File: config.mk
export PLATFORM = sky130hd
export DESIGN_NAME = tilt_kalman_fusion
export DESIGN_NICKNAME = d
export VERILOG_FILES = /design/src/rtl/core/tkf_pkg.sv /design/src/rtl/core/tilt_kalman_fusion.sv
export SDC_FILE = /design/constraint.sdc
export NUM_CORES = 2
export LEC_CHECK = 0
export BUFFER_PORTS_ARGS = -buffer_cell sky130_fd_sc_hd__buf_2
export CAP_MARGIN = 0
export CORE_MARGIN = 3
export CORE_UTILIZATION = 55
export CTS_CLUSTER_DIAMETER = 30
export CTS_CLUSTER_SIZE = 8
export DETAILED_ROUTE_END_ITERATION = 12
export GPL_TIMING_DRIVEN = 0
export PLACE_DENSITY = 0.72
export SLEW_MARGIN = 10
export SYNTH_ARGS = -nofsm -noshare
export SYNTH_HDL_FRONTEND = slang
export SYNTH_SLANG_ARGS = --single-unit
File: constraint.sdc
create_clock -name clock -period 15.31 [get_ports clock]
set_input_delay 0.7655 -clock clock [delete_from_list [all_inputs] [get_ports clock]]
set_output_delay 0.7655 -clock clock [all_outputs]
set_load 0.03 [all_outputs]
File: src/rtl/core/tkf_pkg.sv
// Package for the two-axis tilt estimator: field widths, fixed-point
// formats, register reset values, register indexes and angle saturation.
// No dependencies.
`default_nettype none

package tkf_pkg;

   // field and register widths
   localparam int RATE_W      = 26;
   localparam int MEAS_W      = 24;
   localparam int ANGLE_W     = 32;
   localparam int VAR_W       = 32;
   localparam int OFFSET_W    = 26;
   localparam int STEP_W      = 17;
   localparam int QTERM_W     = 25;
   localparam int RVAR_W      = 32;
   localparam int CSR_DATA_W  = 32;
   localparam int CSR_INDEX_W = 3;

   // fixed-point formats
   localparam int STEP_FRAC = 16;
   localparam int VAR_FRAC  = 24;
   localparam int GAIN_W    = VAR_FRAC + 1;

   // datapath widths
   localparam int DRATE_W = RATE_W + 1;          // rate minus offset
   localparam int MUL_A_W = GAIN_W + 1;          // signed operand A
   localparam int MUL_B_W = VAR_W + 2;           // signed operand B
   localparam int PROD_W  = MUL_A_W + MUL_B_W;
   localparam int SUM_W   = 36;                  // angle sums before saturation
   localparam int DEN_W   = VAR_W + 1;
   localparam int REM_W   = VAR_W + 2;
   localparam int DIV_STEPS = GAIN_W;

   // register reset values
   localparam logic [STEP_W-1:0]  STEP_RESET  = STEP_W'(262);
   localparam logic [QTERM_W-1:0] QTERM_RESET = QTERM_W'(4295);
   localparam logic [RVAR_W-1:0]  RVAR_RESET  = RVAR_W'(150994944);
   localparam logic [VAR_W-1:0]   VAR_RESET   = VAR_W'(67108864);

   typedef enum logic [CSR_INDEX_W-1:0] {
      CSR_ROLL_OFFSET  = 3'd0,
      CSR_PITCH_OFFSET = 3'd1,
      CSR_STEP_TIME    = 3'd2,
      CSR_PROCESS_TERM = 3'd3,
      CSR_MEAS_VAR     = 3'd4
   } csr_index_type;

   function automatic logic signed [ANGLE_W-1:0] sat_angle(
      input logic signed [SUM_W-1:0] x
   );
      logic signed [ANGLE_W-1:0] r;
      if (x > 36'sh0_7FFF_FFFF) begin
         r = 32'sh7FFF_FFFF;
      end else if (x < 36'shF_8000_0000) begin
         r = 32'sh8000_0000;
      end else begin
         r = x[ANGLE_W-1:0];
      end
      return r;
   endfunction

endpackage

`default_nettype wire

File: src/rtl/core/tilt_kalman_fusion.sv
// Two-axis tilt estimator (roll and pitch one-dimensional Kalman filters)
// on one shared multiplier and one restoring divider. Uses tkf_pkg.
`default_nettype none

// Usage
//   Request channel (req_*): one beat carries a roll and pitch gyro rate
//   (Q10.16 deg/s) and a roll and pitch accelerometer angle (Q8.16 deg).
//   Response channel (rsp_*): one beat per request with both filtered
//   angles, both variances (Q8.24) and the drive_forward bit (pitch > 0).
//   A beat moves at a rising edge with valid high and stall low.
//   Configuration (csr_*): write enable, register index and data; write
//   only while the block is idle. Unknown indexes are dropped.
// Sequencing
//   A taken request runs roll, then pitch, through prepare, rate step,
//   prediction, the bit-per-cycle gain divider, correction and variance;
//   three multiplies per axis share one registered multiplier. No new request
//   is taken until the result is in the response register; req_stall stays high while busy.
// Reset
//   Synchronous, active high: angles clear to zero, variances go to 4.0,
//   registers take their defaults, the response register empties.
// Receiver stall
//   The result waits in the response register; a finished next result
//   holds in the sequencer until that register is free, so nothing drops.
module tilt_kalman_fusion #(
   parameter int NUM_AXES = 2
) (
   input  wire logic                                 clock,
   input  wire logic                                 reset,
   input  wire logic                                 req_valid,
   output logic                                      req_stall,
   input  wire logic signed [tkf_pkg::RATE_W-1:0]    req_roll_rate,
   input  wire logic signed [tkf_pkg::RATE_W-1:0]    req_pitch_rate,
   input  wire logic signed [tkf_pkg::MEAS_W-1:0]    req_roll_accel_angle,
   input  wire logic signed [tkf_pkg::MEAS_W-1:0]    req_pitch_accel_angle,
   output logic                                      rsp_valid,
   input  wire logic                                 rsp_stall,
   output logic signed [tkf_pkg::ANGLE_W-1:0]        rsp_roll_angle,
   output logic signed [tkf_pkg::ANGLE_W-1:0]        rsp_pitch_angle,
   output logic [tkf_pkg::VAR_W-1:0]                 rsp_roll_variance,
   output logic [tkf_pkg::VAR_W-1:0]                 rsp_pitch_variance,
   output logic                                      rsp_drive_forward,
   input  wire logic                                 csr_write_enable,
   input  wire logic [tkf_pkg::CSR_INDEX_W-1:0]      csr_index,
   input  wire logic [tkf_pkg::CSR_DATA_W-1:0]       csr_write_data
);

   localparam int AXIS_W    = (NUM_AXES > 1) ? $clog2(NUM_AXES) : 1;
   localparam int LAST_AXIS = (NUM_AXES > 1) ? 1 : 0;
   localparam int CNT_W     = $clog2(tkf_pkg::DIV_STEPS);

   typedef enum logic [3:0] {
      S_IDLE, S_PREP, S_DELTA, S_PRED, S_DIV,
      S_CORR_MUL, S_CORR, S_VAR_MUL, S_VAR, S_OUT
   } state_type;

   state_type state_ff, state_in;

   // configuration registers
   logic signed [tkf_pkg::OFFSET_W-1:0] roll_off_ff, roll_off_in;
   logic signed [tkf_pkg::OFFSET_W-1:0] pitch_off_ff, pitch_off_in;
   logic [tkf_pkg::STEP_W-1:0]          step_ff, step_in;
   logic [tkf_pkg::QTERM_W-1:0]         qterm_ff, qterm_in;
   logic [tkf_pkg::RVAR_W-1:0]          rvar_ff, rvar_in;

   // captured request and filter state
   logic signed [tkf_pkg::DRATE_W-1:0] rate_ff [2];
   logic signed [tkf_pkg::DRATE_W-1:0] rate_in [2];
   logic signed [tkf_pkg::MEAS_W-1:0]  meas_ff [2];
   logic signed [tkf_pkg::MEAS_W-1:0]  meas_in [2];
   logic signed [tkf_pkg::ANGLE_W-1:0] angle_ff [NUM_AXES];
   logic signed [tkf_pkg::ANGLE_W-1:0] angle_in [NUM_AXES];
   logic [tkf_pkg::VAR_W-1:0]          var_ff [NUM_AXES];
   logic [tkf_pkg::VAR_W-1:0]          var_in [NUM_AXES];

   // sequencer working registers
   logic [AXIS_W-1:0]                  axis_ff, axis_in;
   logic [tkf_pkg::VAR_W-1:0]          psat_ff, psat_in;
   logic [tkf_pkg::DEN_W-1:0]          den_ff, den_in;
   logic signed [tkf_pkg::ANGLE_W-1:0] pred_ff, pred_in;
   logic [tkf_pkg::REM_W-1:0]          rem_ff, rem_in;
   logic [tkf_pkg::GAIN_W-1:0]         quo_ff, quo_in;
   logic [CNT_W-1:0]                   cnt_ff, cnt_in;
   logic signed [tkf_pkg::PROD_W-1:0]  prod_ff, prod_in;

   // response register
   logic                               rsp_valid_ff, rsp_valid_in;
   logic signed [tkf_pkg::ANGLE_W-1:0] roll_out_ff, roll_out_in;
   logic signed [tkf_pkg::ANGLE_W-1:0] pitch_out_ff, pitch_out_in;
   logic [tkf_pkg::VAR_W-1:0]          rvar_out_ff, rvar_out_in;
   logic [tkf_pkg::VAR_W-1:0]          pvar_out_ff, pvar_out_in;
   logic                               fwd_ff, fwd_in;

   // combinational helpers
   logic                               req_accept;
   logic                               pitch_sel;
   logic signed [tkf_pkg::DRATE_W-1:0] cur_rate;
   logic signed [tkf_pkg::MEAS_W-1:0]  cur_meas;
   logic signed [tkf_pkg::ANGLE_W-1:0] cur_angle;
   logic [tkf_pkg::VAR_W-1:0]          cur_var;
   logic [tkf_pkg::GAIN_W-1:0]         gain;
   logic signed [tkf_pkg::MUL_A_W-1:0] mul_a;
   logic signed [tkf_pkg::MUL_B_W-1:0] mul_b;
   logic signed [tkf_pkg::PROD_W-1:0]  rnd_step;
   logic signed [tkf_pkg::PROD_W-1:0]  rnd_var;
   logic signed [tkf_pkg::SUM_W-1:0]   pred_sum;
   logic signed [tkf_pkg::SUM_W-1:0]   corr_sum;
   logic [tkf_pkg::DEN_W-1:0]          p_sum;
   logic [tkf_pkg::VAR_W-1:0]          p_sat;
   logic [tkf_pkg::REM_W-1:0]          trial;
   logic                               trial_ge;
   logic signed [tkf_pkg::ANGLE_W-1:0] pitch_angle_w;
   logic [tkf_pkg::VAR_W-1:0]          pitch_var_w;

   // Pitch result exists only when the pitch axis is built.
   if (NUM_AXES > 1) begin : g_pitch
      assign pitch_angle_w = angle_ff[1];
      assign pitch_var_w   = var_ff[1];
   end else begin : g_no_pitch
      assign pitch_angle_w = '0;
      assign pitch_var_w   = '0;
   end

   assign req_stall  = (state_ff != S_IDLE);
   assign req_accept = req_valid && !req_stall;

   assign pitch_sel = (axis_ff == AXIS_W'(1));
   assign cur_rate  = pitch_sel ? rate_ff[1] : rate_ff[0];
   assign cur_meas  = pitch_sel ? meas_ff[1] : meas_ff[0];
   assign cur_angle = angle_ff[axis_ff];
   assign cur_var   = var_ff[axis_ff];

   // A zero denominator forces a zero gain.
   assign gain = (den_ff == '0) ? '0 : quo_ff;

   // Predicted variance, saturated; S_PREP adds R to it for the gain denominator.
   assign p_sum = {1'b0, cur_var} + tkf_pkg::DEN_W'(qterm_ff);
   assign p_sat = p_sum[tkf_pkg::VAR_W] ? '1 : p_sum[tkf_pkg::VAR_W-1:0];

   // Shared multiplier operand selection.
   always_comb begin
      mul_a = '0;
      mul_b = '0;
      unique case (state_ff)
         S_DELTA: begin
            mul_a = tkf_pkg::MUL_A_W'(step_ff);
            mul_b = tkf_pkg::MUL_B_W'(cur_rate);
         end
         S_CORR_MUL: begin
            mul_a = tkf_pkg::MUL_A_W'(gain);
            mul_b = tkf_pkg::MUL_B_W'(cur_meas) - tkf_pkg::MUL_B_W'(pred_ff);
         end
         S_VAR_MUL: begin
            mul_a = tkf_pkg::MUL_A_W'(tkf_pkg::GAIN_W'(1 << tkf_pkg::VAR_FRAC) - gain);
            mul_b = tkf_pkg::MUL_B_W'(psat_ff);
         end
         default: begin
            mul_a = '0;
            mul_b = '0;
         end
      endcase
   end

   assign prod_in = mul_a * mul_b;

   // Round to nearest, ties up; the part-select is a floor shift.
   assign rnd_step = prod_ff + tkf_pkg::PROD_W'(1 << (tkf_pkg::STEP_FRAC - 1));
   assign rnd_var  = prod_ff + tkf_pkg::PROD_W'(1 << (tkf_pkg::VAR_FRAC - 1));
   assign pred_sum = tkf_pkg::SUM_W'(cur_angle)
                   + rnd_step[tkf_pkg::STEP_FRAC +: tkf_pkg::SUM_W];
   assign corr_sum = tkf_pkg::SUM_W'(pred_ff)
                   + rnd_var[tkf_pkg::VAR_FRAC +: tkf_pkg::SUM_W];

   // One restoring divide step: first step compares the plain dividend.
   assign trial    = (cnt_ff == '0) ? rem_ff : {rem_ff[tkf_pkg::REM_W-2:0], 1'b0};
   assign trial_ge = (trial >= tkf_pkg::REM_W'(den_ff));

   always_comb begin
      state_in     = state_ff;
      roll_off_in  = roll_off_ff;
      pitch_off_in = pitch_off_ff;
      step_in      = step_ff;
      qterm_in     = qterm_ff;
      rvar_in      = rvar_ff;
      rate_in      = rate_ff;
      meas_in      = meas_ff;
      angle_in     = angle_ff;
      var_in       = var_ff;
      axis_in      = axis_ff;
      psat_in      = psat_ff;
      den_in       = den_ff;
      pred_in      = pred_ff;
      rem_in       = rem_ff;
      quo_in       = quo_ff;
      cnt_in       = cnt_ff;
      rsp_valid_in = rsp_valid_ff;
      roll_out_in  = roll_out_ff;
      pitch_out_in = pitch_out_ff;
      rvar_out_in  = rvar_out_ff;
      pvar_out_in  = pvar_out_ff;
      fwd_in       = fwd_ff;

      if (csr_write_enable) begin
         unique case (csr_index)
            tkf_pkg::CSR_ROLL_OFFSET:
               roll_off_in = csr_write_data[tkf_pkg::OFFSET_W-1:0];
            tkf_pkg::CSR_PITCH_OFFSET:
               pitch_off_in = csr_write_data[tkf_pkg::OFFSET_W-1:0];
            tkf_pkg::CSR_STEP_TIME:
               step_in = csr_write_data[tkf_pkg::STEP_W-1:0];
            tkf_pkg::CSR_PROCESS_TERM:
               qterm_in = csr_write_data[tkf_pkg::QTERM_W-1:0];
            tkf_pkg::CSR_MEAS_VAR:
               rvar_in = csr_write_data[tkf_pkg::RVAR_W-1:0];
            default: ;
         endcase
      end

      // drop the response once taken
      if (rsp_valid_ff && !rsp_stall) begin
         rsp_valid_in = 1'b0;
      end

      unique case (state_ff)
         S_IDLE: begin
            if (req_accept) begin
               rate_in[0] = tkf_pkg::DRATE_W'(req_roll_rate)
                          - tkf_pkg::DRATE_W'(roll_off_ff);
               rate_in[1] = tkf_pkg::DRATE_W'(req_pitch_rate)
                          - tkf_pkg::DRATE_W'(pitch_off_ff);
               meas_in[0] = req_roll_accel_angle;
               meas_in[1] = req_pitch_accel_angle;
               axis_in    = '0;
               state_in   = S_PREP;
            end
         end
         S_PREP: begin
            psat_in  = p_sat;
            den_in   = tkf_pkg::DEN_W'(p_sat) + tkf_pkg::DEN_W'(rvar_ff);
            state_in = S_DELTA;
         end
         S_DELTA: begin
            state_in = S_PRED;
         end
         S_PRED: begin
            pred_in  = tkf_pkg::sat_angle(pred_sum);
            rem_in   = tkf_pkg::REM_W'(psat_ff);
            quo_in   = '0;
            cnt_in   = '0;
            state_in = S_DIV;
         end
         S_DIV: begin
            rem_in = trial_ge ? (trial - tkf_pkg::REM_W'(den_ff)) : trial;
            quo_in = {quo_ff[tkf_pkg::GAIN_W-2:0], trial_ge};
            cnt_in = cnt_ff + CNT_W'(1);
            if (cnt_ff == CNT_W'(tkf_pkg::DIV_STEPS - 1)) begin
               state_in = S_CORR_MUL;
            end
         end
         S_CORR_MUL: begin
            state_in = S_CORR;
         end
         S_CORR: begin
            angle_in[axis_ff] = tkf_pkg::sat_angle(corr_sum);
            state_in          = S_VAR_MUL;
         end
         S_VAR_MUL: begin
            state_in = S_VAR;
         end
         S_VAR: begin
            var_in[axis_ff] = rnd_var[tkf_pkg::VAR_FRAC +: tkf_pkg::VAR_W];
            if (axis_ff == AXIS_W'(LAST_AXIS)) begin
               state_in = S_OUT;
            end else begin
               axis_in  = axis_ff + AXIS_W'(1);
               state_in = S_PREP;
            end
         end
         S_OUT: begin
            // hold until the response register is free
            if (!rsp_valid_ff || !rsp_stall) begin
               rsp_valid_in = 1'b1;
               roll_out_in  = angle_ff[0];
               pitch_out_in = pitch_angle_w;
               rvar_out_in  = var_ff[0];
               pvar_out_in  = pitch_var_w;
               fwd_in       = (pitch_angle_w > 32'sd0);
               state_in     = S_IDLE;
            end
         end
         default: state_in = S_IDLE;
      endcase
   end

   always_ff @(posedge clock) begin
      if (reset) begin
         state_ff     <= S_IDLE;
         roll_off_ff  <= '0;
         pitch_off_ff <= '0;
         step_ff      <= tkf_pkg::STEP_RESET;
         qterm_ff     <= tkf_pkg::QTERM_RESET;
         rvar_ff      <= tkf_pkg::RVAR_RESET;
         for (int i = 0; i < NUM_AXES; i++) begin
            angle_ff[i] <= '0;
            var_ff[i]   <= tkf_pkg::VAR_RESET;
         end
         axis_ff      <= '0;
         cnt_ff       <= '0;
         rsp_valid_ff <= 1'b0;
      end else begin
         state_ff     <= state_in;
         roll_off_ff  <= roll_off_in;
         pitch_off_ff <= pitch_off_in;
         step_ff      <= step_in;
         qterm_ff     <= qterm_in;
         rvar_ff      <= rvar_in;
         angle_ff     <= angle_in;
         var_ff       <= var_in;
         axis_ff      <= axis_in;
         cnt_ff       <= cnt_in;
         rsp_valid_ff <= rsp_valid_in;
      end
      // payload registers
      rate_ff      <= rate_in;
      meas_ff      <= meas_in;
      psat_ff      <= psat_in;
      den_ff       <= den_in;
      pred_ff      <= pred_in;
      rem_ff       <= rem_in;
      quo_ff       <= quo_in;
      prod_ff      <= prod_in;
      roll_out_ff  <= roll_out_in;
      pitch_out_ff <= pitch_out_in;
      rvar_out_ff  <= rvar_out_in;
      pvar_out_ff  <= pvar_out_in;
      fwd_ff       <= fwd_in;
   end

   assign rsp_valid          = rsp_valid_ff;
   assign rsp_roll_angle     = roll_out_ff;
   assign rsp_pitch_angle    = pitch_out_ff;
   assign rsp_roll_variance  = rvar_out_ff;
   assign rsp_pitch_variance = pvar_out_ff;
   assign rsp_drive_forward  = fwd_ff;

endmodule

`default_nettype wire

==> run summary <==
RR Endpoint = prod_ff[53]
Status = finished, final reports clean
Register area share after synthesis = 25.9%
Fin. Hold Viols = 0
Stages on worst setup path = 42
Area grow syn2layout = 13.6%
CP max stage cell = dfxtp_1
CTS buffer count = 152
Max VDD drop = 0.109 mV
Fill count = 10449
# nets final = 9333
PD cells = 92.9 nW/um^2
Design Power = 7270 uW
Post-CTS Setup Bufs = 0
Iter 0 DRT Violations = 6343
Total Routing Usage GR = 39.2%
Period minus WS final = 14.92 ns
Slew of the pin with the lowest slew margin = 1.49 ns
Yosys top cell by area = fa_1
Longest Clk Path Bufs = 3
Crit start category = flop
CTS tree = built
Yosys warns = 0
Core area = 124000 um^2
Top delay family on crit path = compound AO/OA/AOI/OAI gates
Worst Path Buf+Inv = 10
Clock root buffer = clkbuf_16
Largest net degree at the start of global routing = 60
Highest clock rate = 67.0 MHz
Layout cells sized above 1 = 9.32%
Critical Path Start = axis_ff
Clk_lat worst skew = 0.77 ns
CP required = 15.97 ns
Initial Utilization = 55.5%
Final setup viols = 0
Most common cell after layout, fill and taps aside = inv_1
Area contributors post-synth = fa_1, edfxtp_1, dfxtp_1
Mean post-synth cell area = 9.25 um^2
DRT Pass-1 Iters = 6
RSZ-0062 raised after global routing = no
Worst EP arrival = 15.59 ns
Unique cell type count in the Yosys netlist = 85
Synth top area share = 26.0%
Vias in the first global route = 58339
Routed Wire Length = 255 mm
WL/cell = 26.4 um
Cells on worst reg2reg path = 42
Crit path to = prod_ff[53]
Hold Path Cell Cnt = 1
Fin crit share = 97.5%
Syn_nets = 8875
Worst hold slack = 0.168 ns
Area occupied by multi-input gates = 45700 um^2
Clock Sink Count = 697
Max-cap violations = 0
CP Max Fanout = 19
Critical path's most frequent cell = fa_1
Synth Cell Area = 68800 um^2
Congestion Overflow GR = 0
Total number of H-tree levels = 4
Fin util = 63.1%
Worst stage delay on the critical path = 0.85 ns
First-pass GRT wire length = 374 mm
Fin cells = 9665
Initial antenna violation count = 14
Final slew viol count = 0
Most frequent cells in the layout = inv_1, nand2_1, fa_1, nor2_1
Primary FF master, synth = edfxtp_1
Post-Syn Instances = 7437
R2R setup slack = 0.39 ns
Placed Cells = 9379
#FFs+latches synth = 697
Vias post-DR = 58034
Number of synthesized flops with an enable pin = 387
Die area = 129000 um^2
I/O Pins = 271
Clk slew on worst S/H paths = 0.05 ns
Final Skew = 0.0417 ns
HP Class = in2reg
Die Y = 360 um
Setup CP Type = reg2reg
Port bufs = 268
Leak = 0.0358 uW
RePlAce Congestion = 1.04
Slew HR = 0.443%
Reg2reg start = axis_ff
DIE WIDTH = 360 um
DRC = 0
Antenna Violating Nets Remaining = 0
Crit end category = flop
Row count = 129
Detail-routed via count per cell = 6.00
FF/Latch Area = 17800 um^2
HPWL after DPL = 208 mm
Synth async-reset ratio = 0%
-- cells by family after synthesis --
family          after synthesis  share of synthesized area, %
mux                         161                          2.57
fa+ha+maj                  1298                          33.3
xor+xnor                    341                          4.36
flops                       697                          25.9
simple gates               2237                          14.2
buf+inv                    1451                          7.98
compound gates             1252                          11.7
-- state kept, by name (all words and copies together) (netlist names), 33 cells and up --
| register | count |
|---|---|
| rem_ff | 34 |
| meas_ff | 48 |
| rate_ff | 54 |
| prod_ff | 45 |
| den_ff | 33 |
-- per-stage QoR --
stage | setup slack, ns | setup TNS, ns | cell area [um^2]
2_1_floorplan | 3.93 | 0 | 68800
6_report | 0.387 | 0 | 78200
5_1_grt | 0.0192 | 0 | 78200
3_5_place_dp | -1.00 | -10.24 | 72800
3_3_place_gp | -1.36 | -15.83 | 72200
4_1_cts | 0.243 | 0 | 78100
-- report_power, final --
group / switching, uW / internal, uW
sequential: 103 / 2130
clock: 1120 / 2220
combinational: 1170 / 514
-- synthesized netlist by cell type, types with 20 or more instances --
cell / n
o21a_1: 43
ha_1: 406
buf_1: 20
dfxtp_1: 310
mux2i_1: 47
clkbuf_1: 281
a21oi_1: 410
fa_1: 892
nor2_1: 690
a221oi_1: 20
edfxtp_1: 387
o21bai_1: 49
and2_1: 65
and3_1: 47
o21ai_0: 203
nand3_1: 77
a31oi_1: 30
xnor2_1: 219
nor4_1: 28
a21o_1: 157
nand2_1: 1006
mux2_2: 113
inv_1: 1130
nand2b_1: 75
nor2b_1: 55
xor2_1: 121
nor3_1: 61
nand4_1: 40
nand3b_1: 23
a211oi_1: 152
-- routing by layer --
metal / GRT usage, % / wire length (um) / part of all wire [%] / up-vias
met1: 51.5 / 97600 / 38 / 28685
met4: 23.1 / 17700 / 7.0 / 4
met3: 10.3 / 29500 / 12 / 713
met2: 58.8 / 110000 / 43 / 3425
met5: 0 / 30 / 0.012 / -
li1: - / - / - / 25207
-- worst min-delay path by stage --
stage | startpoint | to | slack [ns]
final | req_roll_accel_angle[5] | meas_ff[29] | 0.17
after global routing | req_roll_accel_angle[20] | meas_ff[44] | 0.15
after CTS | req_roll_accel_angle[5] | meas_ff[29] | 0.13
after detailed placement | var_ff[33] | rsp_roll_variance[1] | 0.44
after global placement | pitch_var_w[16] | rsp_pitch_variance[16] | 0.44
after floorplan | var_ff[61] | rsp_roll_variance[29] | 0.42
-- final cells by class --
| type | count | area share, % |
|---|---|---|
| Inverter | 1130 | 5.43 |
| Clock buffer | 216 | 5.66 |
| Antenna cell | 4 | 0.0128 |
| Buffer | 319 | 1.60 |
| Timing Repair Buffer | 306 | 2.22 |
| Sequential cell | 697 | 22.8 |
| Tap cell | 1637 | 2.62 |
| Multi-Input combinational cell | 5289 | 58.5 |
| Clock inverter | 67 | 1.15 |
-- timing repair --
action | 4_1_cts | 5_1_grt
setup endpoints to repair | 20 | 12
hold buffers | 0 | 0
resized for setup | 5 | 4
(Power assumes the default switching activity.)
